### config.mk
export PLATFORM = sky130hd
export DESIGN_NAME = riff_wave_header_parser
export DESIGN_NICKNAME = d
export VERILOG_FILES = /design/src/hdl/rwh_pkg.sv /design/src/hdl/rwh_in_reg.sv /design/src/hdl/rwh_parse.sv /design/src/hdl/rwh_out_reg.sv /design/src/hdl/riff_wave_header_parser.sv
export SDC_FILE = /design/constraint.sdc
export NUM_CORES = 1
export LEC_CHECK = 0
export CORE_UTILIZATION = 40
export DETAILED_ROUTE_END_ITERATION = 16
export DONT_BUFFER_PORTS = 1
export HOLD_SLACK_MARGIN = 0.05
export MAX_ROUTING_LAYER = met4
export PLACE_DENSITY = 0.54
export REMOVE_ABC_BUFFERS = 1
export SETUP_SLACK_MARGIN = 0.2
export SLEW_MARGIN = 25
export SYNTH_ARGS = -nofsm -noshare
export SYNTH_HDL_FRONTEND = slang
export SYNTH_HIERARCHICAL = 1
export SYNTH_SLANG_ARGS = --single-unit
### constraint.sdc
create_clock -name clk -period 7.65 [get_ports clk]
set_input_delay 0.765 -clock clk [delete_from_list [all_inputs] [get_ports clk]]
set_output_delay 0.765 -clock clk [all_outputs]
set_load 0.01 [all_outputs]
### src/hdl/rwh_pkg.sv
`timescale 1ns / 1ps
`default_nettype none

package rwh_pkg;

  localparam int unsigned TagWidth = 32;
  localparam int unsigned PosWidth = 33;

  localparam logic [TagWidth-1:0] TAG_RIFF = 32'h5249_4646;
  localparam logic [TagWidth-1:0] TAG_WAVE = 32'h5741_5645;
  localparam logic [TagWidth-1:0] TAG_FMT  = 32'h666D_7420;
  localparam logic [TagWidth-1:0] TAG_DATA = 32'h6461_7461;

  // Byte positions within the file header
  localparam logic [PosWidth-1:0] RIFF_LAST_POS = 33'd3;
  localparam logic [PosWidth-1:0] WAVE_LAST_POS = 33'd11;

  localparam logic [31:0] FMT_MIN_SIZE = 32'd16;
  localparam logic [15:0] FORMAT_PCM   = 16'd1;

  localparam logic [2:0] ST_OK        = 3'd0;
  localparam logic [2:0] ST_NOT_WAVE  = 3'd1;
  localparam logic [2:0] ST_TRUNCATED = 3'd2;
  localparam logic [2:0] ST_FMT_SHORT = 3'd3;
  localparam logic [2:0] ST_NOT_PCM   = 3'd4;
  localparam logic [2:0] ST_MISSING   = 3'd5;

  typedef struct packed {
    logic [7:0] file_byte;
    logic       end_of_file;
  } in_item_t;

  typedef struct packed {
    logic [2:0]  status;
    logic [15:0] channel_count;
    logic [31:0] sample_rate;
    logic [15:0] sample_bits;
    logic [31:0] audio_start;
    logic [31:0] audio_length;
  } result_t;

endpackage

`default_nettype wire

### src/hdl/rwh_in_reg.sv
`timescale 1ns / 1ps
`default_nettype none

module rwh_in_reg (
  input  wire logic             clk,
  input  wire logic             rst,
  input  wire logic             in_valid,
  output logic                  in_stall,
  input  wire logic [7:0]       file_byte,
  input  wire logic             end_of_file,
  input  wire logic             hold,
  output logic                  item_valid,
  output rwh_pkg::in_item_t     item
);

  logic              valid;
  rwh_pkg::in_item_t data;

  // Block new requests only while the held byte cannot advance
  assign in_stall   = valid && hold;
  assign item_valid = valid;
  assign item       = data;

  always_ff @(posedge clk) begin
    if (rst) begin
      valid <= 1'b0;
    end else if (!in_stall) begin
      valid <= in_valid;
    end
  end

  always_ff @(posedge clk) begin
    if (!in_stall && in_valid) begin
      data.file_byte   <= file_byte;
      data.end_of_file <= end_of_file;
    end
  end

endmodule

`default_nettype wire

### src/hdl/rwh_parse.sv
`timescale 1ns / 1ps
`default_nettype none

module rwh_parse (
  input  wire logic              clk,
  input  wire logic              rst,
  input  wire logic              step,
  input  wire rwh_pkg::in_item_t item,
  output rwh_pkg::result_t       result
);

  typedef enum logic [1:0] {
    PH_HEADER,
    PH_CHUNK_HEAD,
    PH_BODY,
    PH_STOP
  } phase_t;

  phase_t      phase, phase_next;
  logic [32:0] byte_position, byte_position_next;
  logic [31:0] tag_shift, tag_shift_next;
  logic [31:0] chunk_size, chunk_size_next;
  logic [32:0] chunk_body_count, chunk_body_count_next;
  logic        chunk_is_fmt, chunk_is_fmt_next;
  logic [15:0] format_code, format_code_next;
  logic [15:0] pending_channels, pending_channels_next;
  logic [31:0] pending_rate, pending_rate_next;
  logic [15:0] pending_bits, pending_bits_next;
  logic [15:0] held_channels, held_channels_next;
  logic [31:0] held_rate, held_rate_next;
  logic [15:0] held_bits, held_bits_next;
  logic [31:0] held_audio_start, held_audio_start_next;
  logic [31:0] held_audio_length, held_audio_length_next;
  logic        seen_fmt, seen_fmt_next;
  logic        seen_data, seen_data_next;
  logic [2:0]  latched_error, latched_error_next;

  logic        fail;
  logic [2:0]  fail_code;
  logic        finish;
  logic [7:0]  b;
  logic [32:0] body_total;
  logic [32:0] body_count_inc;
  logic        pos_at_limit;
  logic [2:0]  status;

  assign b              = item.file_byte;
  assign pos_at_limit   = byte_position[32] || (&byte_position[31:0]);
  assign body_total     = {1'b0, chunk_size} + {32'd0, chunk_size[0]};
  assign body_count_inc = chunk_body_count + 33'd1;

  always_comb begin
    phase_next             = phase;
    byte_position_next     = byte_position;
    tag_shift_next         = tag_shift;
    chunk_size_next        = chunk_size;
    chunk_body_count_next  = chunk_body_count;
    chunk_is_fmt_next      = chunk_is_fmt;
    format_code_next       = format_code;
    pending_channels_next  = pending_channels;
    pending_rate_next      = pending_rate;
    pending_bits_next      = pending_bits;
    held_channels_next     = held_channels;
    held_rate_next         = held_rate;
    held_bits_next         = held_bits;
    held_audio_start_next  = held_audio_start;
    held_audio_length_next = held_audio_length;
    seen_fmt_next          = seen_fmt;
    seen_data_next         = seen_data;
    latched_error_next     = latched_error;
    fail                   = 1'b0;
    fail_code              = rwh_pkg::ST_OK;
    finish                 = 1'b0;

    if (phase != PH_STOP) begin
      if (pos_at_limit) begin
        fail      = 1'b1;
        fail_code = rwh_pkg::ST_TRUNCATED;
      end else begin
        case (phase)
          PH_HEADER: begin
            tag_shift_next = {tag_shift[23:0], b};
            if (byte_position == rwh_pkg::RIFF_LAST_POS &&
                tag_shift_next != rwh_pkg::TAG_RIFF) begin
              fail      = 1'b1;
              fail_code = rwh_pkg::ST_NOT_WAVE;
            end else if (byte_position == rwh_pkg::WAVE_LAST_POS) begin
              if (tag_shift_next != rwh_pkg::TAG_WAVE) begin
                fail      = 1'b1;
                fail_code = rwh_pkg::ST_NOT_WAVE;
              end else begin
                phase_next            = PH_CHUNK_HEAD;
                chunk_body_count_next = 33'd0;
              end
            end
          end
          PH_CHUNK_HEAD: begin
            // Tag bytes first, then the little-endian size
            if (!chunk_body_count[2]) begin
              tag_shift_next = {tag_shift[23:0], b};
              if (chunk_body_count[1:0] == 2'd0) begin
                chunk_size_next = 32'd0;
              end
            end else begin
              case (chunk_body_count[1:0])
                2'd0:    chunk_size_next[7:0]   = b;
                2'd1:    chunk_size_next[15:8]  = b;
                2'd2:    chunk_size_next[23:16] = b;
                default: chunk_size_next[31:24] = b;
              endcase
            end
            chunk_body_count_next = body_count_inc;
            if (chunk_body_count[2:0] == 3'd7) begin
              chunk_is_fmt_next = (tag_shift == rwh_pkg::TAG_FMT);
              if (tag_shift == rwh_pkg::TAG_DATA) begin
                held_audio_start_next  = byte_position[31:0] + 32'd1;
                held_audio_length_next = chunk_size_next;
                seen_data_next         = 1'b1;
              end
              chunk_body_count_next = 33'd0;
              phase_next            = PH_BODY;
              finish                = (chunk_size_next == 32'd0);
            end
          end
          PH_BODY: begin
            if (chunk_is_fmt && chunk_body_count[32:4] == 29'd0) begin
              case (chunk_body_count[3:0])
                4'd0:    format_code_next[7:0]       = b;
                4'd1:    format_code_next[15:8]      = b;
                4'd2:    pending_channels_next[7:0]  = b;
                4'd3:    pending_channels_next[15:8] = b;
                4'd4:    pending_rate_next[7:0]      = b;
                4'd5:    pending_rate_next[15:8]     = b;
                4'd6:    pending_rate_next[23:16]    = b;
                4'd7:    pending_rate_next[31:24]    = b;
                4'd14:   pending_bits_next[7:0]      = b;
                4'd15:   pending_bits_next[15:8]     = b;
                default: ;
              endcase
            end
            chunk_body_count_next = body_count_inc;
            finish                = (body_count_inc >= body_total);
          end
          default: ;
        endcase
      end
    end

    // Close the chunk: apply fmt checks and commit its fields
    if (finish) begin
      if (chunk_is_fmt_next) begin
        if (chunk_size_next < rwh_pkg::FMT_MIN_SIZE) begin
          fail      = 1'b1;
          fail_code = rwh_pkg::ST_FMT_SHORT;
        end else if (format_code_next != rwh_pkg::FORMAT_PCM) begin
          fail      = 1'b1;
          fail_code = rwh_pkg::ST_NOT_PCM;
        end else begin
          held_channels_next = pending_channels_next;
          held_rate_next     = pending_rate_next;
          held_bits_next     = pending_bits_next;
          seen_fmt_next      = 1'b1;
        end
      end
      if (!fail) begin
        phase_next            = PH_CHUNK_HEAD;
        chunk_body_count_next = 33'd0;
      end
    end

    // Keep the first error and stop parsing
    if (fail) begin
      if (latched_error == rwh_pkg::ST_OK) begin
        latched_error_next = fail_code;
      end
      phase_next = PH_STOP;
    end

    if (!byte_position[32]) begin
      byte_position_next = byte_position + 33'd1;
    end
  end

  always_comb begin
    case (phase_next)
      PH_STOP:   status = latched_error_next;
      PH_HEADER: status = rwh_pkg::ST_NOT_WAVE;
      PH_BODY:   status = rwh_pkg::ST_TRUNCATED;
      default: begin
        if (!seen_fmt_next || !seen_data_next || held_channels_next == 16'd0 ||
            held_rate_next == 32'd0 || held_bits_next == 16'd0) begin
          status = rwh_pkg::ST_MISSING;
        end else begin
          status = rwh_pkg::ST_OK;
        end
      end
    endcase
  end

  assign result.status        = status;
  assign result.channel_count = held_channels_next;
  assign result.sample_rate   = held_rate_next;
  assign result.sample_bits   = held_bits_next;
  assign result.audio_start   = held_audio_start_next;
  assign result.audio_length  = held_audio_length_next;

  // The last byte of a file returns everything to reset for the next file
  always_ff @(posedge clk) begin
    if (rst || (step && item.end_of_file)) begin
      phase             <= PH_HEADER;
      byte_position     <= 33'd0;
      tag_shift         <= 32'd0;
      chunk_size        <= 32'd0;
      chunk_body_count  <= 33'd0;
      chunk_is_fmt      <= 1'b0;
      format_code       <= 16'd0;
      pending_channels  <= 16'd0;
      pending_rate      <= 32'd0;
      pending_bits      <= 16'd0;
      held_channels     <= 16'd0;
      held_rate         <= 32'd0;
      held_bits         <= 16'd0;
      held_audio_start  <= 32'd0;
      held_audio_length <= 32'd0;
      seen_fmt          <= 1'b0;
      seen_data         <= 1'b0;
      latched_error     <= rwh_pkg::ST_OK;
    end else if (step) begin
      phase             <= phase_next;
      byte_position     <= byte_position_next;
      tag_shift         <= tag_shift_next;
      chunk_size        <= chunk_size_next;
      chunk_body_count  <= chunk_body_count_next;
      chunk_is_fmt      <= chunk_is_fmt_next;
      format_code       <= format_code_next;
      pending_channels  <= pending_channels_next;
      pending_rate      <= pending_rate_next;
      pending_bits      <= pending_bits_next;
      held_channels     <= held_channels_next;
      held_rate         <= held_rate_next;
      held_bits         <= held_bits_next;
      held_audio_start  <= held_audio_start_next;
      held_audio_length <= held_audio_length_next;
      seen_fmt          <= seen_fmt_next;
      seen_data         <= seen_data_next;
      latched_error     <= latched_error_next;
    end
  end

endmodule

`default_nettype wire

### src/hdl/rwh_out_reg.sv
`timescale 1ns / 1ps
`default_nettype none

module rwh_out_reg (
  input  wire logic             clk,
  input  wire logic             rst,
  input  wire logic             load,
  input  wire rwh_pkg::result_t result,
  output logic                  out_valid,
  input  wire logic             out_stall,
  output rwh_pkg::result_t      q
);

  logic             valid;
  rwh_pkg::result_t data;

  assign out_valid = valid;
  assign q         = data;

  // Load only when empty or draining in the same cycle
  always_ff @(posedge clk) begin
    if (rst) begin
      valid <= 1'b0;
    end else if (load) begin
      valid <= 1'b1;
    end else if (!out_stall) begin
      valid <= 1'b0;
    end
  end

  always_ff @(posedge clk) begin
    if (load) begin
      data <= result;
    end
  end

endmodule

`default_nettype wire

### src/hdl/riff_wave_header_parser.sv
// RIFF/WAVE PCM header parser.
// Input channel: one file byte per request (file_byte), with end_of_file high
// on the last byte of a file. The block checks the RIFF and WAVE tags, walks the
// chunks by their little-endian sizes (odd chunks carry a pad byte), captures
// channels, sample rate and bits from fmt chunks and body offset and length from
// data chunks. Later chunks of either kind replace earlier ones.
// Output channel: exactly one result per file, on its last byte, carrying a
// status code and the held fields; other bytes produce no result.
// Throughput: one byte per cycle, set by the single register-to-register pass
// of the parse logic, except while a last byte is held (see Stall). The last
// byte goes through the input register and then the result register, whose
// load raises out_valid; the load waits while that byte is held.
// Stall: while a result waits under out_stall, ordinary bytes keep flowing;
// only the last byte of the next file is held in the input register, and
// in_stall rises once that register is occupied.
// Reset (rst, synchronous): clears both registers' valid flags and puts the
// parser at the start of a file. After each last byte the parser also returns
// to that state, so files may follow back to back.
`timescale 1ns / 1ps
`default_nettype none

module riff_wave_header_parser (
  input  wire logic        clk,
  input  wire logic        rst,
  input  wire logic        in_valid,
  output logic             in_stall,
  input  wire logic [7:0]  file_byte,
  input  wire logic        end_of_file,
  output logic             out_valid,
  input  wire logic        out_stall,
  output logic [2:0]       status,
  output logic [15:0]      channel_count,
  output logic [31:0]      sample_rate,
  output logic [15:0]      sample_bits,
  output logic [31:0]      audio_start,
  output logic [31:0]      audio_length
);

  logic              item_valid;
  rwh_pkg::in_item_t item;
  logic              hold;
  logic              step;
  rwh_pkg::result_t  result;
  rwh_pkg::result_t  out_q;

  // Hold a last byte while the previous result is still stuck downstream
  assign hold = item.end_of_file && out_valid && out_stall;
  assign step = item_valid && !hold;

  rwh_in_reg u_in_reg (
    .clk         (clk),
    .rst         (rst),
    .in_valid    (in_valid),
    .in_stall    (in_stall),
    .file_byte   (file_byte),
    .end_of_file (end_of_file),
    .hold        (hold),
    .item_valid  (item_valid),
    .item        (item)
  );

  // Advance the parse state by one byte
  rwh_parse u_parse (
    .clk    (clk),
    .rst    (rst),
    .step   (step),
    .item   (item),
    .result (result)
  );

  rwh_out_reg u_out_reg (
    .clk       (clk),
    .rst       (rst),
    .load      (step && item.end_of_file),
    .result    (result),
    .out_valid (out_valid),
    .out_stall (out_stall),
    .q         (out_q)
  );

  assign status        = out_q.status;
  assign channel_count = out_q.channel_count;
  assign sample_rate   = out_q.sample_rate;
  assign sample_bits   = out_q.sample_bits;
  assign audio_start   = out_q.audio_start;
  assign audio_length  = out_q.audio_length;

endmodule

`default_nettype wire
# Word level (Yosys, flattened, before mapping)
# Cells that the tools add are included.
[classes]
addsub = 4
magnitude_cmp = 2
n_eq_ne = 26
mux = 126
bitwise_logic = 2
n_reduce_logical = 33
[op_table]
columns = ["op", "n"]
rows = [
  ["32-bit two-way mux", 27],
  ["16-bit two-way mux", 20],
  ["33-bit two-way mux", 9],
  ["8-bit two-way mux", 14],
  ["33-bit one-hot mux with 3 select lines", 1],
  ["33-bit by 1-bit adder with 33-bit output, second input constant", 2],
  ["32-bit by 31-bit equality test with 1-bit output, second input constant", 2],
  ["32-bit logical NOT", 2],
  ["32-bit by 31-bit != test with 1-bit output, second input constant", 2],
  ["32-bit one-hot mux with 2 select lines", 1],
  ["3-bit two-way mux", 12],
  ["32-bit by 1-bit adder with 33-bit output", 1],
  ["33-bit by 2-bit equality test with 1-bit output, second input constant", 1],
  ["33-bit by 4-bit equality test with 1-bit output, second input constant", 1],
  ["33-bit greater-or-equal comparator", 1],
  ["32-bit by 1-bit adder with 32-bit output, second input constant", 1],
  ["16-bit logical NOT", 2],
  ["32-bit by 5-bit < comparator with 1-bit output, second input constant", 1],
  ["32-bit AND reduction", 1],
  ["1-bit two-way mux", 30],
  ["29-bit logical NOT", 1],
  ["2-bit two-way mux", 9],
  ["4-bit by 3-bit equality test with 1-bit output, second input constant", 4],
  ["16-bit by 1-bit != test with 1-bit output, second input constant", 1],
  ["22 further kinds", 47],
]
[totals]
reg_bits = 488
in_bits = 13
out_inout_bits = 133
wordCells = 222

# Depth between registers and ports, before layout
[logic_depth]
ltp_word = 21
depth_mapped = 24
ltp_nobuf = 19

# Cells and area by module
# The synthesis kept the hierarchy.
[by_module_without_submodules]
columns = ["module", "instances", "cells_each", "area_per_inst_um2", "seq_area_each_um2"]
rows = [
  ["rwh_parse", 1, 2501, 19547.5, 6926.6],
  ["rwh_out_reg", 1, 134, 3962.6, 3953.8],
  ["rwh_in_reg", 1, 14, 316.6, 290.3],
  ["riff_wave_header_parser", 1, 4, 28.8, 0.0],
]

# Least setup slack after synthesis
# Ideal clock, no wire load.
[synth_timing]
kind = "input to register"
startpoint = "in out_stall"
endpoint = "reg u_out_reg.data (netlist bit u_out_reg/q[0]) (enable)"
t_arrival_ps = 7125
path_slack_ps = -141
cell_stages = 1
path_cell_list = "a21oi_1"
[synth_via]
elab_chain_cells = 4
[synth_rtl]
columns = ["element", "line_no", "rtl"]
rows = [
  ["from (decl)", "riff_wave_header_parser.sv:30", "input wire logic out_stall,"],
  ["1-bit logical AND", "riff_wave_header_parser.sv:47", "assign hold = item.end_of_file && out_valid && out_stall;"],
  ["1-bit logical NOT", "riff_wave_header_parser.sv:48", "assign step = item_valid && !hold;"],
  ["1-bit logical AND", "riff_wave_header_parser.sv:48", ""],
  ["1-bit logical AND", "riff_wave_header_parser.sv:74", ".load (step && item.end_of_file),"],
  ["to (signal assigned)", "rwh_out_reg.sv:33", "data <= result;"],
  ["to (decl)", "rwh_out_reg.sv:15", "rwh_pkg::result_t data;"],
]
# Every way passes these cells.
# A chain may end at the register's enable or synchronous reset.

==> impl_metrics.py <==
metrics = {
    "critical_path": {
        "cp_max_fo": 74,
        "critPathKind": "reg -> reg",
        "worst_path_max_delay_cell": "nor4_1",
        "required_ps": 7970,
        "end_kind": "flip-flop",
        "crit_top_cell": "nand3_1",
        "critPathLaunchType": "flip-flop",
        "arrival_ps": 6460,
        "cpPeakStageDelay_ps": 580,
        "critical_path.cell_chain": "and2_1 -> nand4_1 -> or3_1 -> nor4_1 -> nand3_1 -> or2_2 -> nor2_1 -> xnor2_1 -> ha_1 -> nand3_1 -> nor3_1 -> nand3_1 -> a21boi_0 -> a31oi_1 -> a2111o_1 -> or3_4 -> buf_4 -> nand2_1 -> o21ai_0",
    },
    "layout": {
        "fillers": 5719,
        "nets": 2581,
        "fin_cells": 3342,
        "layout-area-overhead-vs-synth_pct": 8.549,
        "register_area_sq_um": 11170,
        "final_util_pct": 43.88,
        "final_layout_size_suffix_gt1_share_pct": 7.168,
        "multi_input_comb_area_sq_um": 11750,
    },
    "worst_hold_path": {
        "hold_class": "in -> reg",
    },
    "synthesis": {
        "synth-edff-count": 140,
        "synth-seq-area-share_pct": 46.83,
        "syn_inst": 2653,
        "ys_ff_latch": 488,
        "synth.distinct_cells": 78,
        "ys.flop_type": "dfxtp_1",
        "avgSynthCellArea_sq_um": 8.992,
        "yosys_warnings": 6,
        "synthArstFlopShare_pct": 0,
        "yosysMostFrequentCell": "nand2_1",
        "synth_top_area_cell": "dfxtp_1",
        "yosysTopAreaCellShare_pct": 29.20,
        "ys_top_cells_by_area": "dfxtp_1 29%, edfxtp_1 18%, mux2i_1 6.1%, nand2_1 5.8%, nor2_1 4.9%",
        "syn-cell-area_sq_um": 23860,
        "synth_common_cells": "367 x nand2_1, 348 x dfxtp_1, 309 x nor2_1",
    },
    "floorplan": {
        "core_sq_um": 59020,
        "die_w_um": 246.2,
        "row_count": 89,
        "die_h_um": 246.2,
        "die_area_sq_um": 60620,
        "io_pins": 146,
        "start_util_pct": 40.42,
    },
    "power_and_ir_drop": {
        "p_leak_uw": 0.008378,
        "vdd_ir_drop_max_uv": 169.8,
        "power_density_nw_per_um2": 208.0,
    },
    "drt": {
        "drc": 2,
        "wl_per_cell_um": 19.48,
        "ant_nets": 0,
        "drtIter0Drc": 1282,
        "vias": 18770,
        "drtPass1Iterations": 12,
        "vias_per_cell": 5.616,
        "wl_mm": 65.11,
    },
    "clock_network": {
        "tritoncts": "yes",
        "cts_buffers": 53,
        "cts-htree-levels": 2,
        "cts_hold_buf": 0,
        "path_clk_slew_ps": 60,
        "post_cts_buffers": 0,
        "cts.sinks": 488,
        "cts.repair.resized": 0,
        "clockBufferDepth": 3,
        "cts-root-buf": "clkbuf_16",
        "clk_latency_ps": 610,
    },
    "place": {
        "hpwl_mm": 43.94,
        "pre_cts_slack_ps": 1549,
        "dpl.cell_count": 3241,
        "portBuffers": 0,
        "gp_congestion": 0.9468,
    },
    "outcome": {
        "violations": "design-rule violations",
        "outcome": "finished with violations",
    },
    "sta": {
        "min_period_over_period_pct": 80.37,
        "setup_viol": 0,
        "slew_violations": 0,
        "finalHoldViolations": 0,
        "period_minus_slack_ps": 6148,
        "max_slew_margin_pct": 25.12,
        "hold-worst-slack_ps": 228.5,
        "rsz0062_at_grt": "no",
        "skew_ps": 23.79,
        "setup_slack_ps": 1502,
        "worstMarginPinSlew_ps": 1123,
        "max_freq_ghz": 0.1627,
    },
    "grt": {
        "track_usage_pct": 21.77,
        "overflow": 0,
        "antenna_found_initial": 1,
        "grt_max_degree": 210,
        "grt_pass1_vias": 17490,
        "grt_first_pass_wirelength_mm": 101.5,
    },
    "run": {
        "drv_cap": 0,
    },
}
==> routing by layer <==
| layer | GRT usage (%) | vias to the layer above | wire length [um] |
|---|---|---|---|
| met1 | 28.65 | 9014 | 30250 |
| met2 | 34.48 | 435 | 30170 |
| met3 | 3.649 | 86 | 3136 |
| li1 | - | 9234 | - |
| met4 | 5.700 | 0 | 1552 |
| met5 | - | - | 0 |
==> final timing paths <==
check	from	cells after the start	slack, ps	end
min	rst	1	230	u_in_reg/item_valid$_SDFFE_PP0N_
max reg2reg	u_parse/chunk_body_count[3]$_SDFFE_PP0P_	19	1500	u_out_reg/q[94]$_DFFE_PP_
max	u_parse/chunk_body_count[3]$_SDFFE_PP0P_	19	1500	u_out_reg/q[94]$_DFFE_PP_
min reg2reg	u_parse/held_audio_length[23]$_SDFFE_PP0P_	2	450	u_parse/held_audio_length[23]$_SDFFE_PP0P_
==> report_power, final <==
group	total, uW	switching, uW	internal, uW
Sequential	2730	45.6	2690
Clock	2430	1070	1370
Combinational	219	164	54.1
==> state kept, by name, summed over array words and instances (netlist names), 32 cells and up <==
signal / cells
u_parse/tag_shift: 32
u_parse/pending_rate: 32
u_parse/held_audio_start: 32
u_parse/chunk_size: 32
u_parse/chunk_body_count: 33
u_parse/held_rate: 32
u_parse/byte_position: 33
u_parse/held_audio_length: 32
u_out_reg/q: 131
==> cells in the final DEF (no fill, tap or decap), types with 6 or more instances in the layout <==
cell and instances:
clkbuf_1 19, buf_4 32, or3_1 15, nor4b_1 10
mux2i_1 146, a22oi_1 6, mux2_2 26, edfxtp_1 140
a211oi_2 16, and3_1 24, and4_1 11, inv_1 22
o211ai_1 8, nand2_1 367, xnor2_1 45, nand2b_1 11
or4_1 10, a21oi_1 134, nor3b_1 23, o2bb2ai_1 13
clkbuf_8 6, or2_2 7, dfxtp_1 347, ha_1 45
nor4_1 64, nor2_1 307, xor2_1 63, a21boi_0 8
a211oi_1 130, clkbuf_16 54, o21ai_0 170, clkinv_2 8
nor3_1 43, nand3_1 66, nand4_1 46, nor2b_1 14
nand4b_1 6, a31oi_1 11
==> stage by stage <==
step	setup TNS, ps	cell area (sq um)	power (uW)
final	0	25890	5386
after detailed placement	0	24240	3008
after global placement	0	24240	3006
after global routing	0	25890	5593
after CTS	0	25880	5454
after floorplan	-103170	22930	2914
==> cells by family after synthesis <==
group / after synthesis / synth area share [%]
buf+inv: 241 / 4.238
mux: 173 / 7.416
xor+xnor: 108 / 3.965
fa+ha+maj: 45 / 2.360
simple gates: 1055 / 20.78
flops: 488 / 46.83
compound gates: 543 / 14.41
==> worst max-delay path, delay by kind of cell, from the launching register on <==
family / cells / cell delay [ps]
AOI/OAI and AO/OA: 4 / 980
xor gates and xnor gates: 1 / 100
adders and majority gates: 1 / 310
buffers and inverters: 1 / 400
DFF: 1 / 440
and+or+nand+nor: 12 / 3590
==> layout make-up <==
cell class | count | area share, %
Timing Repair Buffer | 34 | 1.082
Antenna cell | 2 | 0.01933
Clock inverter | 20 | 0.5218
Inverter | 22 | 0.3189
Tap cell | 773 | 3.735
Clock buffer | 79 | 5.813
Sequential cell | 488 | 43.14
Multi-Input combinational cell | 1924 | 45.37
Power figures use the tool's default switching activity.
